`src/float_to_sci_display_digits_assert.svh`:
```
// Assertion macros shared by the display formatter RTL.
`ifndef FLOAT_TO_SCI_DISPLAY_DIGITS_ASSERT_SVH
`define FLOAT_TO_SCI_DISPLAY_DIGITS_ASSERT_SVH

// A condition that must hold at every clock edge outside reset.
`define FSD_ASSERT_ALWAYS(label, cond) \
  label: assert property (@(posedge clk) disable iff (!rst_n) (cond)) \
    else $error("fsd assertion failed");

// A condition that, once seen, must be followed by another in the next cycle.
`define FSD_ASSERT_NEXT(label, pre, post) \
  label: assert property (@(posedge clk) disable iff (!rst_n) (pre) |=> (post)) \
    else $error("fsd assertion failed");

`endif

```
`src/fsd_pkg.sv`:
```
// Package with constants, types and the rounding function of the display formatter.
`default_nettype none
package fsd_pkg;

  // Display geometry.
  localparam int MANTISSA_DIGITS = 6;
  localparam int EXPONENT_DIGITS = 2;
  localparam int BCD_W           = 4 * MANTISSA_DIGITS;
  localparam int DCNT_W          = $clog2(MANTISSA_DIGITS);
  localparam int SCALE_LIMIT     = 34;

  // Magnitude bit patterns (sign removed) of the single precision range bounds.
  localparam logic [30:0] UPPER_MAG = 31'h497423F0;  // 999999.0
  localparam logic [30:0] LOWER_MAG = 31'h47C35000;  // 100000.0
  localparam logic [30:0] CENTI_MAG = 31'h3C23D70A;  // 0.01
  localparam logic [30:0] ONE_MAG   = 31'h3F800000;  // 1.0
  localparam logic [30:0] EXP_ALL1  = 31'h7F800000;

  // Multiplier constants.
  localparam logic [31:0] RECIP_5  = 32'hCCCCCCCD;  // with >>34 gives x/5
  localparam logic [31:0] TEN      = 32'd10;
  localparam logic [31:0] FRAC_MUL = 32'd1000000;

  // Exponent bias plus mantissa width: value = m * 2^(B - EXP_OFS).
  localparam logic [7:0] EXP_OFS = 8'd150;

  // Magnitude ranges.
  typedef enum logic [3:0] {
    RNG_LARGE = 4'b0001,
    RNG_SMALL = 4'b0010,
    RNG_MID   = 4'b0100,
    RNG_FRAC  = 4'b1000
  } fsd_range_t;

  // Round a product (p + sticky part) * 2^(eb - 150) to a single precision
  // magnitude, nearest even. A product below 2^23 is an exact subnormal.
  function automatic logic [30:0] fsd_round(input logic [27:0] p, input logic sticky,
                                            input logic [9:0] eb);
    logic [2:0]  sh;
    logic [23:0] m;
    logic        g;
    logic        rest;
    logic [24:0] m1;
    logic [9:0]  be;
    if (p[27:23] == 5'd0) return {8'd0, p[22:0]};
    priority if (p[27]) begin
      sh = 3'd4; m = p[27:4]; g = p[3]; rest = |p[2:0];
    end else if (p[26]) begin
      sh = 3'd3; m = p[26:3]; g = p[2]; rest = |p[1:0];
    end else if (p[25]) begin
      sh = 3'd2; m = p[25:2]; g = p[1]; rest = p[0];
    end else if (p[24]) begin
      sh = 3'd1; m = p[24:1]; g = p[0]; rest = 1'b0;
    end else begin
      sh = 3'd0; m = p[23:0]; g = 1'b0; rest = 1'b0;
    end
    rest = rest | sticky;
    m1   = {1'b0, m} + 25'(g & (rest | m[0]));
    be   = eb + 10'(sh);
    if (m1[24]) begin
      be = be + 10'd1;
      m1 = m1 >> 1;
    end
    return {be[7:0], m1[22:0]};
  endfunction

endpackage
`default_nettype wire

```
`src/fsd_if.sv`:
```
// Valid/ready channel interfaces for the input value and the display result.
`default_nettype none
interface fsd_in_if;
  logic        valid;
  logic        ready;
  logic [31:0] value;
  modport source (output valid, output value, input ready);
  modport sink   (input valid, input value, output ready);
endinterface

interface fsd_out_if;
  logic        valid;
  logic        ready;
  logic        negative;
  logic [23:0] digits_bcd;
  logic [2:0]  point_position;
  logic        exp_negative;
  logic [5:0]  exp_value;
  logic        exp_shown;
  logic        invalid;
  modport source (output valid, output negative, output digits_bcd, output point_position,
                  output exp_negative, output exp_value, output exp_shown, output invalid,
                  input ready);
  modport sink   (input valid, input negative, input digits_bcd, input point_position,
                  input exp_negative, input exp_value, input exp_shown, input invalid,
                  output ready);
endinterface
`default_nettype wire

```
`src/float_to_sci_display_digits.sv`:
```
// Calculator display formatter: single precision word in, six-digit display out.
//
// in_s carries one 32-bit single precision word; out_m returns one display
// word per input: sign, six packed BCD digits, point position, exponent sign,
// exponent magnitude, exponent-shown flag and an invalid flag for NaN or
// infinity. Both channels use valid/ready; a word moves when both are high.
// The block works on one word at a time: in_s.ready is high only when idle.
// One 32x32 multiplier is shared by every scaling step and digit extraction:
// a scaling step is a multiply state (ST_MUL) then a round state (ST_RND),
// and each digit a multiply state (ST_DMUL) then a subtract state (ST_DSUB).
// A word takes 0 to 34 scaling steps before its digits are extracted; NaN
// and infinity go from classification straight to the result. The result is
// held in registers until out_m.ready is seen, and a stalled receiver keeps
// the block from taking the next word.
// Synchronous reset returns the sequencer to idle with no result pending.
`default_nettype none
module float_to_sci_display_digits (
  input wire logic clk,
  input wire logic rst_n,
  fsd_in_if.sink   in_s,
  fsd_out_if.source out_m
);
  import fsd_pkg::*;

  typedef enum logic [7:0] {
    ST_IDLE  = 8'b0000_0001,
    ST_CLASS = 8'b0000_0010,
    ST_MUL   = 8'b0000_0100,
    ST_RND   = 8'b0000_1000,
    ST_TRUNC = 8'b0001_0000,
    ST_DMUL  = 8'b0010_0000,
    ST_DSUB  = 8'b0100_0000,
    ST_DONE  = 8'b1000_0000
  } state_t;

  state_t            state_r, state_nxt;
  fsd_range_t        range_r, range_nxt;
  logic              neg_r, neg_nxt;
  logic              inv_r, inv_nxt;
  logic [30:0]       mag_r, mag_nxt;
  logic signed [6:0] ex_r, ex_nxt;
  logic [2:0]        point_r, point_nxt;
  logic [63:0]       prod_r, prod_nxt;
  logic [23:0]       ni_r, ni_nxt;
  logic [BCD_W-1:0]  bcd_r, bcd_nxt;
  logic [DCNT_W-1:0] dcnt_r, dcnt_nxt;

  // Fields of the current magnitude.
  logic [7:0]  bexp;
  logic [7:0]  bexp_s;
  logic [23:0] mant;
  assign bexp   = mag_r[30:23];
  assign bexp_s = (bexp == 8'd0) ? 8'd1 : bexp;
  assign mant   = {(bexp != 8'd0), mag_r[22:0]};

  // Shared multiplier operand selection.
  logic [31:0] mul_a, mul_b;
  always_comb begin
    mul_a = {8'd0, mant};
    mul_b = TEN;
    if (state_r == ST_DMUL) begin
      mul_a = {8'd0, ni_r};
      mul_b = RECIP_5;
    end else begin
      unique case (range_r)
        RNG_LARGE: begin
          mul_a = {2'd0, mant, 6'd0};
          mul_b = RECIP_5;
        end
        RNG_FRAC:  mul_b = FRAC_MUL;
        RNG_SMALL,
        RNG_MID:   mul_b = TEN;
        default:   mul_b = TEN;
      endcase
    end
  end

  // Rounding of the registered product back to single precision.
  logic [27:0] quo;
  logic [29:0] quo5;
  logic [27:0] rp;
  logic        rsticky;
  logic [9:0]  reb;
  logic [30:0] rmag;
  assign quo  = prod_r[61:34];
  assign quo5 = {quo, 2'b00} + {2'b00, quo};
  always_comb begin
    rp      = prod_r[27:0];
    rsticky = 1'b0;
    reb     = {2'd0, bexp_s};
    unique case (range_r)
      RNG_LARGE: begin
        rp      = quo;
        rsticky = (quo5 != {mant, 6'd0});
        reb     = {2'd0, bexp_s} - 10'd7;
      end
      RNG_FRAC: begin
        rp      = prod_r[43:16];
        rsticky = |prod_r[15:0];
        reb     = {2'd0, bexp_s} + 10'd16;
      end
      RNG_SMALL,
      RNG_MID: begin
        rp      = prod_r[27:0];
        rsticky = 1'b0;
        reb     = {2'd0, bexp_s};
      end
      default: begin
        rp      = prod_r[27:0];
        rsticky = 1'b0;
        reb     = {2'd0, bexp_s};
      end
    endcase
    rmag = fsd_round(rp, rsticky, reb);
  end

  // Truncation of the scaled magnitude to an integer; it stays below 2^24.
  logic [7:0]  rshift;
  logic [23:0] trunc_val;
  assign rshift    = EXP_OFS - bexp_s;
  assign trunc_val = (rshift > 8'd23) ? 24'd0 : (mant >> rshift[4:0]);

  // One decimal digit from the reciprocal product.
  logic [23:0] dq;
  logic [26:0] dq10;
  logic [3:0]  digit;
  assign dq    = prod_r[58:35];
  assign dq10  = {dq, 3'b000} + {2'b00, dq, 1'b0};
  assign digit = 4'(ni_r - dq10[23:0]);

  // Sequencer.
  always_comb begin
    state_nxt = state_r;
    range_nxt = range_r;
    neg_nxt   = neg_r;
    inv_nxt   = inv_r;
    mag_nxt   = mag_r;
    ex_nxt    = ex_r;
    point_nxt = point_r;
    prod_nxt  = prod_r;
    ni_nxt    = ni_r;
    bcd_nxt   = bcd_r;
    dcnt_nxt  = dcnt_r;
    unique case (state_r)
      ST_IDLE: begin
        if (in_s.valid) begin
          mag_nxt   = in_s.value[30:0];
          neg_nxt   = in_s.value[31] && (in_s.value[30:0] != 31'd0);
          ex_nxt    = 7'sd0;
          dcnt_nxt  = '0;
          state_nxt = ST_CLASS;
        end
      end
      ST_CLASS: begin
        inv_nxt = ((mag_r & EXP_ALL1) == EXP_ALL1);
        if ((mag_r & EXP_ALL1) == EXP_ALL1) begin
          state_nxt = ST_DONE;
        end else if (mag_r > UPPER_MAG) begin
          range_nxt = RNG_LARGE;
          point_nxt = 3'(MANTISSA_DIGITS - 1);
          state_nxt = ST_MUL;
        end else if (mag_r < CENTI_MAG) begin
          range_nxt = RNG_SMALL;
          point_nxt = 3'(MANTISSA_DIGITS - 1);
          state_nxt = ST_MUL;
        end else if (mag_r >= ONE_MAG) begin
          range_nxt = RNG_MID;
          point_nxt = 3'd0;
          state_nxt = (mag_r < LOWER_MAG) ? ST_MUL : ST_TRUNC;
        end else begin
          range_nxt = RNG_FRAC;
          point_nxt = 3'(MANTISSA_DIGITS);
          state_nxt = ST_MUL;
        end
      end
      ST_MUL: begin
        prod_nxt  = mul_a * mul_b;
        state_nxt = ST_RND;
      end
      ST_RND: begin
        mag_nxt = rmag;
        unique case (range_r)
          RNG_LARGE: begin
            ex_nxt    = ex_r + 7'sd1;
            state_nxt = ((rmag > UPPER_MAG) && (ex_r < 7'(SCALE_LIMIT - 1))) ?
                        ST_MUL : ST_TRUNC;
          end
          RNG_SMALL: begin
            ex_nxt    = ex_r - 7'sd1;
            state_nxt = ((rmag < LOWER_MAG) && (ex_r > -7'(SCALE_LIMIT - 1))) ?
                        ST_MUL : ST_TRUNC;
          end
          RNG_MID: begin
            point_nxt = point_r + 3'd1;
            state_nxt = (rmag < LOWER_MAG) ? ST_MUL : ST_TRUNC;
          end
          RNG_FRAC: state_nxt = ST_TRUNC;
          default:  state_nxt = ST_TRUNC;
        endcase
      end
      ST_TRUNC: begin
        ni_nxt = trunc_val;
        if (range_r == RNG_LARGE || range_r == RNG_SMALL) begin
          ex_nxt = ex_r + 7'(MANTISSA_DIGITS - 1);
        end
        state_nxt = ST_DMUL;
      end
      ST_DMUL: begin
        prod_nxt  = mul_a * mul_b;
        state_nxt = ST_DSUB;
      end
      ST_DSUB: begin
        // Least significant digit first; it ends up in the low nibble.
        bcd_nxt  = {digit, bcd_r[BCD_W-1:4]};
        ni_nxt   = dq;
        dcnt_nxt = dcnt_r + DCNT_W'(1);
        if (dcnt_r == DCNT_W'(MANTISSA_DIGITS - 1)) begin
          state_nxt = ST_DONE;
        end else begin
          state_nxt = ST_DMUL;
        end
      end
      ST_DONE: begin
        if (out_m.ready) begin
          state_nxt = ST_IDLE;
        end
      end
      default: state_nxt = ST_IDLE;
    endcase
  end

  // Control registers.
  always_ff @(posedge clk) begin
    if (!rst_n) begin
      state_r <= ST_IDLE;
      range_r <= RNG_MID;
      inv_r   <= 1'b0;
      dcnt_r  <= '0;
    end else begin
      state_r <= state_nxt;
      range_r <= range_nxt;
      inv_r   <= inv_nxt;
      dcnt_r  <= dcnt_nxt;
    end
  end

  // Datapath registers.
  always_ff @(posedge clk) begin
    neg_r   <= neg_nxt;
    mag_r   <= mag_nxt;
    ex_r    <= ex_nxt;
    point_r <= point_nxt;
    prod_r  <= prod_nxt;
    ni_r    <= ni_nxt;
    bcd_r   <= bcd_nxt;
  end

  // Result word; the exponent never exceeds 39, so it fits two digits as is.
  logic [6:0] ex_mag;
  assign ex_mag = ex_r[6] ? 7'(-ex_r) : 7'(ex_r);

  assign in_s.ready           = (state_r == ST_IDLE);
  assign out_m.valid          = (state_r == ST_DONE);
  assign out_m.invalid        = inv_r;
  assign out_m.negative       = neg_r & ~inv_r;
  assign out_m.digits_bcd     = inv_r ? '0 : bcd_r;
  assign out_m.point_position = inv_r ? 3'd0 : point_r;
  assign out_m.exp_negative   = ~inv_r & ex_r[6];
  assign out_m.exp_shown      = ~inv_r & (ex_r != 7'sd0);
  assign out_m.exp_value      = inv_r ? 6'd0 : ex_mag[5:0];

  // Fields that an invalid word leaves at zero, and the last digit step.
  logic inv_fields_zero;
  logic last_digit;
  assign inv_fields_zero = (out_m.digits_bcd == '0) && !out_m.exp_shown && !out_m.negative;
  assign last_digit      = (state_r == ST_DSUB) && (dcnt_r == DCNT_W'(MANTISSA_DIGITS - 1));

  `include "float_to_sci_display_digits_assert.svh"

  `FSD_ASSERT_ALWAYS(a_no_overlap, !(in_s.ready && out_m.valid))
  `FSD_ASSERT_ALWAYS(a_inv_clean, !(out_m.valid && out_m.invalid) || inv_fields_zero)
  `FSD_ASSERT_ALWAYS(a_blank_exp, !out_m.valid || out_m.exp_shown || (out_m.exp_value == 6'd0 && !out_m.exp_negative))
  `FSD_ASSERT_NEXT(a_digit_loop, last_digit, state_r == ST_DONE)

endmodule
`default_nettype wire

```
`src/flat_wrapper.sv`:
```
// flat-port wrapper written by rule: the top's interface ports become plain ports
module float_to_sci_display_digits_flat import fsd_pkg::*;
  (clk, rst_n, in_s_valid, in_s_value, in_s_ready, out_m_valid, out_m_negative, out_m_digits_bcd, out_m_point_position, out_m_exp_negative, out_m_exp_value, out_m_exp_shown, out_m_invalid, out_m_ready);
  fsd_in_if in_s_i ();
  fsd_out_if out_m_i ();
  input wire logic clk;
  input wire logic rst_n;
  input wire logic [$bits(in_s_i.valid)-1:0] in_s_valid;
  input wire logic [$bits(in_s_i.value)-1:0] in_s_value;
  output wire logic [$bits(in_s_i.ready)-1:0] in_s_ready;
  output wire logic [$bits(out_m_i.valid)-1:0] out_m_valid;
  output wire logic [$bits(out_m_i.negative)-1:0] out_m_negative;
  output wire logic [$bits(out_m_i.digits_bcd)-1:0] out_m_digits_bcd;
  output wire logic [$bits(out_m_i.point_position)-1:0] out_m_point_position;
  output wire logic [$bits(out_m_i.exp_negative)-1:0] out_m_exp_negative;
  output wire logic [$bits(out_m_i.exp_value)-1:0] out_m_exp_value;
  output wire logic [$bits(out_m_i.exp_shown)-1:0] out_m_exp_shown;
  output wire logic [$bits(out_m_i.invalid)-1:0] out_m_invalid;
  input wire logic [$bits(out_m_i.ready)-1:0] out_m_ready;
  assign in_s_i.valid = in_s_valid;
  assign in_s_i.value = in_s_value;
  assign in_s_ready = in_s_i.ready;
  assign out_m_valid = out_m_i.valid;
  assign out_m_negative = out_m_i.negative;
  assign out_m_digits_bcd = out_m_i.digits_bcd;
  assign out_m_point_position = out_m_i.point_position;
  assign out_m_exp_negative = out_m_i.exp_negative;
  assign out_m_exp_value = out_m_i.exp_value;
  assign out_m_exp_shown = out_m_i.exp_shown;
  assign out_m_invalid = out_m_i.invalid;
  assign out_m_i.ready = out_m_ready;
  float_to_sci_display_digits u_core (.clk(clk), .rst_n(rst_n), .in_s(in_s_i), .out_m(out_m_i));
endmodule
```
`config.mk`:
```
export PLATFORM = sky130hd
export DESIGN_NAME = float_to_sci_display_digits_flat
export DESIGN_NICKNAME = d
export VERILOG_FILES = /design/src/fsd_pkg.sv /design/src/fsd_if.sv /design/src/float_to_sci_display_digits.sv /design/src/flat_wrapper.sv
export VERILOG_INCLUDE_DIRS = /design/src /design/src/src
export SDC_FILE = /design/constraint.sdc
export NUM_CORES = 2
export LEC_CHECK = 0
export BUFFER_PORTS_ARGS = -buffer_cell sky130_fd_sc_hd__buf_2
export CORE_MARGIN = 10
export CORE_UTILIZATION = 50
export CTS_CLUSTER_SIZE = 25
export DETAILED_ROUTE_END_ITERATION = 7
export PLACE_DENSITY = 0.66
export SYNTH_ARGS = -nofsm -noshare
export SYNTH_HDL_FRONTEND = slang
export SYNTH_SLANG_ARGS = --single-unit
```
`constraint.sdc`:
```
create_clock -name clk -period 19.2 [get_ports clk]
set_clock_uncertainty 0.15 [all_clocks]
set_input_delay 1.92 -clock clk [delete_from_list [all_inputs] [get_ports clk]]
set_output_delay 1.92 -clock clk [all_outputs]
set_load 0.01 [all_outputs]
```
==> out/qor.yml <==
synthesis:
  yosys.cell_count.top_type: "sky130_fd_sc_hd__inv_1"
  synth_cells: 3658
  number_of_enable_flip_flop_cells_after_synthesis: 152
  synth_top_area_share_pct: 28.2
  yosysTopAreaCell: "sky130_fd_sc_hd__fa_1"
  yosys-top-cells-count: "749 x sky130_fd_sc_hd__inv_1, 481 x sky130_fd_sc_hd__fa_1, 455 x sky130_fd_sc_hd__ha_1"
  postSynthAreaPerCell_um2: 9.32
  synth_flop_type: "sky130_fd_sc_hd__edfxtp_1"
  ys_ff_latch: 168
  post_synth_num_cell_types: 106
  synth_async_sr_flop_share_pct: 0
  synth-warning-count: 0
  dominant_cells_by_area_after_synthesis: "sky130_fd_sc_hd__fa_1 28%, sky130_fd_sc_hd__ha_1 17%, sky130_fd_sc_hd__edfxtp_1 13%"
  mappedNetlistArea_um2: 34100
  seq_area_frac_synth_pct: 14.3
floorplanning:
  die_height_um: 281
  floorplan.io_pins: 75
  rows: 95
  design.core.area_um2: 67400
  area_enclosed_by_the_die_boundary_um2: 79000
  initial_core_util_pct: 50.6
  chipWidth_um: 281
critical_path:
  cp-end-kind: "register"
  cp.arrival_ns: 11.69
  cp_slowest_cell: "sky130_fd_sc_hd__a2111oi_0"
  worst-path-max-fanout: 62
  cp_max_stage_delay_ns: 0.82
  cell_seen_most_often_among_critical_path_stages: "sky130_fd_sc_hd__fa_1"
  required_time_worst_endpoint_ns: 19.26
  setup.worst_path.class: "register to register"
  cp-start-kind: "register"
detailed_routing:
  detail_route.drc_violations: 0
  num_vias: 26697
  number_of_violations_reported_at_the_end_of_detailed_routing_iteration_0: 2293
  dr.pass1.iters: 6
  antenna_left: 0
  detail_route.vias_per_cell: 5.85
  routed_length_per_instance_um: 23.8
  detail_route.wirelength_mm: 109
layout:
  post-route-cell-area_um2: 36000
  flow.area_growth_from_synthesis_pct: 5.65
  ff_latch_area_um2: 4880
  multi_input_area_um2: 26000
  final.fill_count: 6121
  finish.net_count: 4649
  drive_above_1_share_pct: 6.29
cts:
  cts_inserted_buffers: 17
  postCtsSetupRepairBufs: 0
  cts-root-to-sink-buffers: 2
  root_cell_of_the_clock_tree: "sky130_fd_sc_hd__clkbuf_16"
  cts-resized-gates: 0
  cts_tree: "yes"
  cts_hold_repair.buffers: 0
  tritoncts_num_sinks: 168
  clk_transition_reported_paths_ns: 0.08
  clock_insertion_delay_worst_skew_ns: 0.46
  cts-htree-levels: 4
worst_hold_path:
  min_path_type: "register to register"
job:
  maxCapViolCount: 0
timing:
  postLayoutSetupSlackWorst_ns: 7.57
  rsz0062_at_grt: "no"
  final_max_slew_viol_count: 0
  final.min_clock_period_ns: 11.63
  finalSetupViolCount: 0
  maxSlewHeadroom_pct: 27.8
  final.setup.tns_ns: 0
  final_cycle_share_pct: 60.6
  fin_hold_ws_ns: 0.289
  worst_slew_pin_slew_ns: 1.08
  hold_viol_final: 0
  fmax_mhz: 86.0
grt:
  initial_antenna_violation_count: 2
  gr-total-overflow: 0
  grt_pass1_wl_mm: 166
  pin_count_of_the_biggest_net_entering_global_routing: 64
  track_usage_pct: 27.9
  first_global_vias: 26975
power_and_ir_drop:
  leakage_nw: 18.5
  power.ir.vdd_worst_uv: 66.4
  power.density_cell_area_nw_per_um2: 34.7
placement:
  port_buffers: 74
  pre_cts_slack_ns: 7.73
  dpl_cell_area_um2: 35400
  dp_hpwl_mm: 90.9
  gp_routability_congestion: 1.04
outcome:
  outcome: "finished clean"
==> logic make-up (layout without fill, tap and decap cells) <==
family                     after synthesis  in the layout  synth area share [%]
and+or+nand+nor                        791            791                  11.5
adders and majority gates              936            936                  44.9
buffers and inverters                  879            894                  9.91
xor gates and xnor gates               154            154                  3.98
muxes                                   67             67                  2.12
other                                    2             21                0.0220
DFF                                    168            168                  14.3
AOI/OAI and AO/OA                      661            661                  13.2
==> through the flow <==
stage                     utilization (%)  cells  power [mW]
after floorplan                         -   3675       0.749
after global placement               52.5   4531       0.874
after detailed placement             52.5   4531       0.876
after CTS                            53.4   4563        1.25
after global routing                 53.4   4563        1.32
final                                53.4   4565        1.25
==> worst paths after layout <==
path                                         from                 to  slack, ns  cells after the start
worst max-delay path            u_core.state_r[0]  u_core.prod_r[55]       7.57                     34
worst min-delay path             u_core.bcd_r[14]   u_core.bcd_r[10]       0.29                      0
worst max register to register  u_core.state_r[0]  u_core.prod_r[55]       7.57                     34
worst min register to register   u_core.bcd_r[14]   u_core.bcd_r[10]       0.29                      0
==> worst max-delay path, delay by kind of cell, from the launching register on <==
family | cells | cell delay [ns]
flip-flops | 1 | 0.36
AO/OA/AOI/OAI | 13 | 4.00
adder cells (fa/ha/maj) | 9 | 4.26
AND/OR/NAND/NOR | 5 | 1.30
XOR/XNOR | 1 | 0.08
buffers and inverters | 6 | 1.10
==> registers in the layout (all words and copies together) (netlist names) <==
signal                cells
u_core.range_r            4
u_core.ex_r               7
u_core.ni_r              24
u_core.neg_r              1
u_core.dcnt_r             3
u_core.mag_r             31
u_core.point_r            3
u_core.out_m.invalid      1
u_core.prod_r            62
u_core.state_r            8
u_core.bcd_r             24
==> power by group <==
part           internal [mW]  switching, mW
Sequential             0.416         0.0235
Combinational          0.174          0.265
Clock                  0.208          0.163
Total                  0.798          0.452
==> cells in the final DEF, fill, tap and decap left out, types with 11 or more instances in the layout <==
cell type                   instances
sky130_fd_sc_hd__a211oi_1          21
sky130_fd_sc_hd__a21boi_0          22
sky130_fd_sc_hd__a21o_1            54
sky130_fd_sc_hd__a21oi_1          136
sky130_fd_sc_hd__a22o_1            26
sky130_fd_sc_hd__a22oi_1           42
sky130_fd_sc_hd__a31o_2            13
sky130_fd_sc_hd__a31oi_1           27
sky130_fd_sc_hd__and3_1            36
sky130_fd_sc_hd__buf_2             74
sky130_fd_sc_hd__buf_4             37
sky130_fd_sc_hd__clkbuf_16         17
sky130_fd_sc_hd__conb_1            19
sky130_fd_sc_hd__dfxtp_1           16
sky130_fd_sc_hd__edfxtp_1         152
sky130_fd_sc_hd__fa_1             481
sky130_fd_sc_hd__ha_1             455
sky130_fd_sc_hd__inv_1            748
sky130_fd_sc_hd__mux2i_1           59
sky130_fd_sc_hd__nand2_1          285
sky130_fd_sc_hd__nand2b_1          27
sky130_fd_sc_hd__nand3_1           43
sky130_fd_sc_hd__nand4_1           25
sky130_fd_sc_hd__nor2_1           141
sky130_fd_sc_hd__nor2b_1           48
sky130_fd_sc_hd__nor3_1            39
sky130_fd_sc_hd__nor4_1            32
sky130_fd_sc_hd__o211ai_1          11
sky130_fd_sc_hd__o21a_1            46
sky130_fd_sc_hd__o21ai_0          108
sky130_fd_sc_hd__o21bai_1          18
sky130_fd_sc_hd__o22ai_1           29
sky130_fd_sc_hd__o31ai_1           15
sky130_fd_sc_hd__or2_2             34
sky130_fd_sc_hd__or3_1             12
sky130_fd_sc_hd__xnor2_1          101
sky130_fd_sc_hd__xor2_1            50
==> routing by layer <==
metal / GRT usage, % / up-vias / routed length, um
met5: 0 / - / 11
met4: 11.9 / 2 / 5350
met3: 5.61 / 240 / 9960
met2: 44.1 / 1217 / 48400
met1: 36.7 / 13059 / 44900
li1: - / 12179 / -
==> area by class of cell <==
| type | instances | area share, % |
|---|---|---|
| sequential | 168 | 13.6 |
| multi-input combinational | 2628 | 72.1 |
| antenna | 2 | 0.0139 |
| inverter | 751 | 7.83 |
| clock inverter | 14 | 0.514 |
| clock buffer | 18 | 1.19 |
| timing repair buffer | 111 | 1.80 |
| tap | 873 | 3.03 |
No activity file was read; power rests on OpenSTA's default activity.
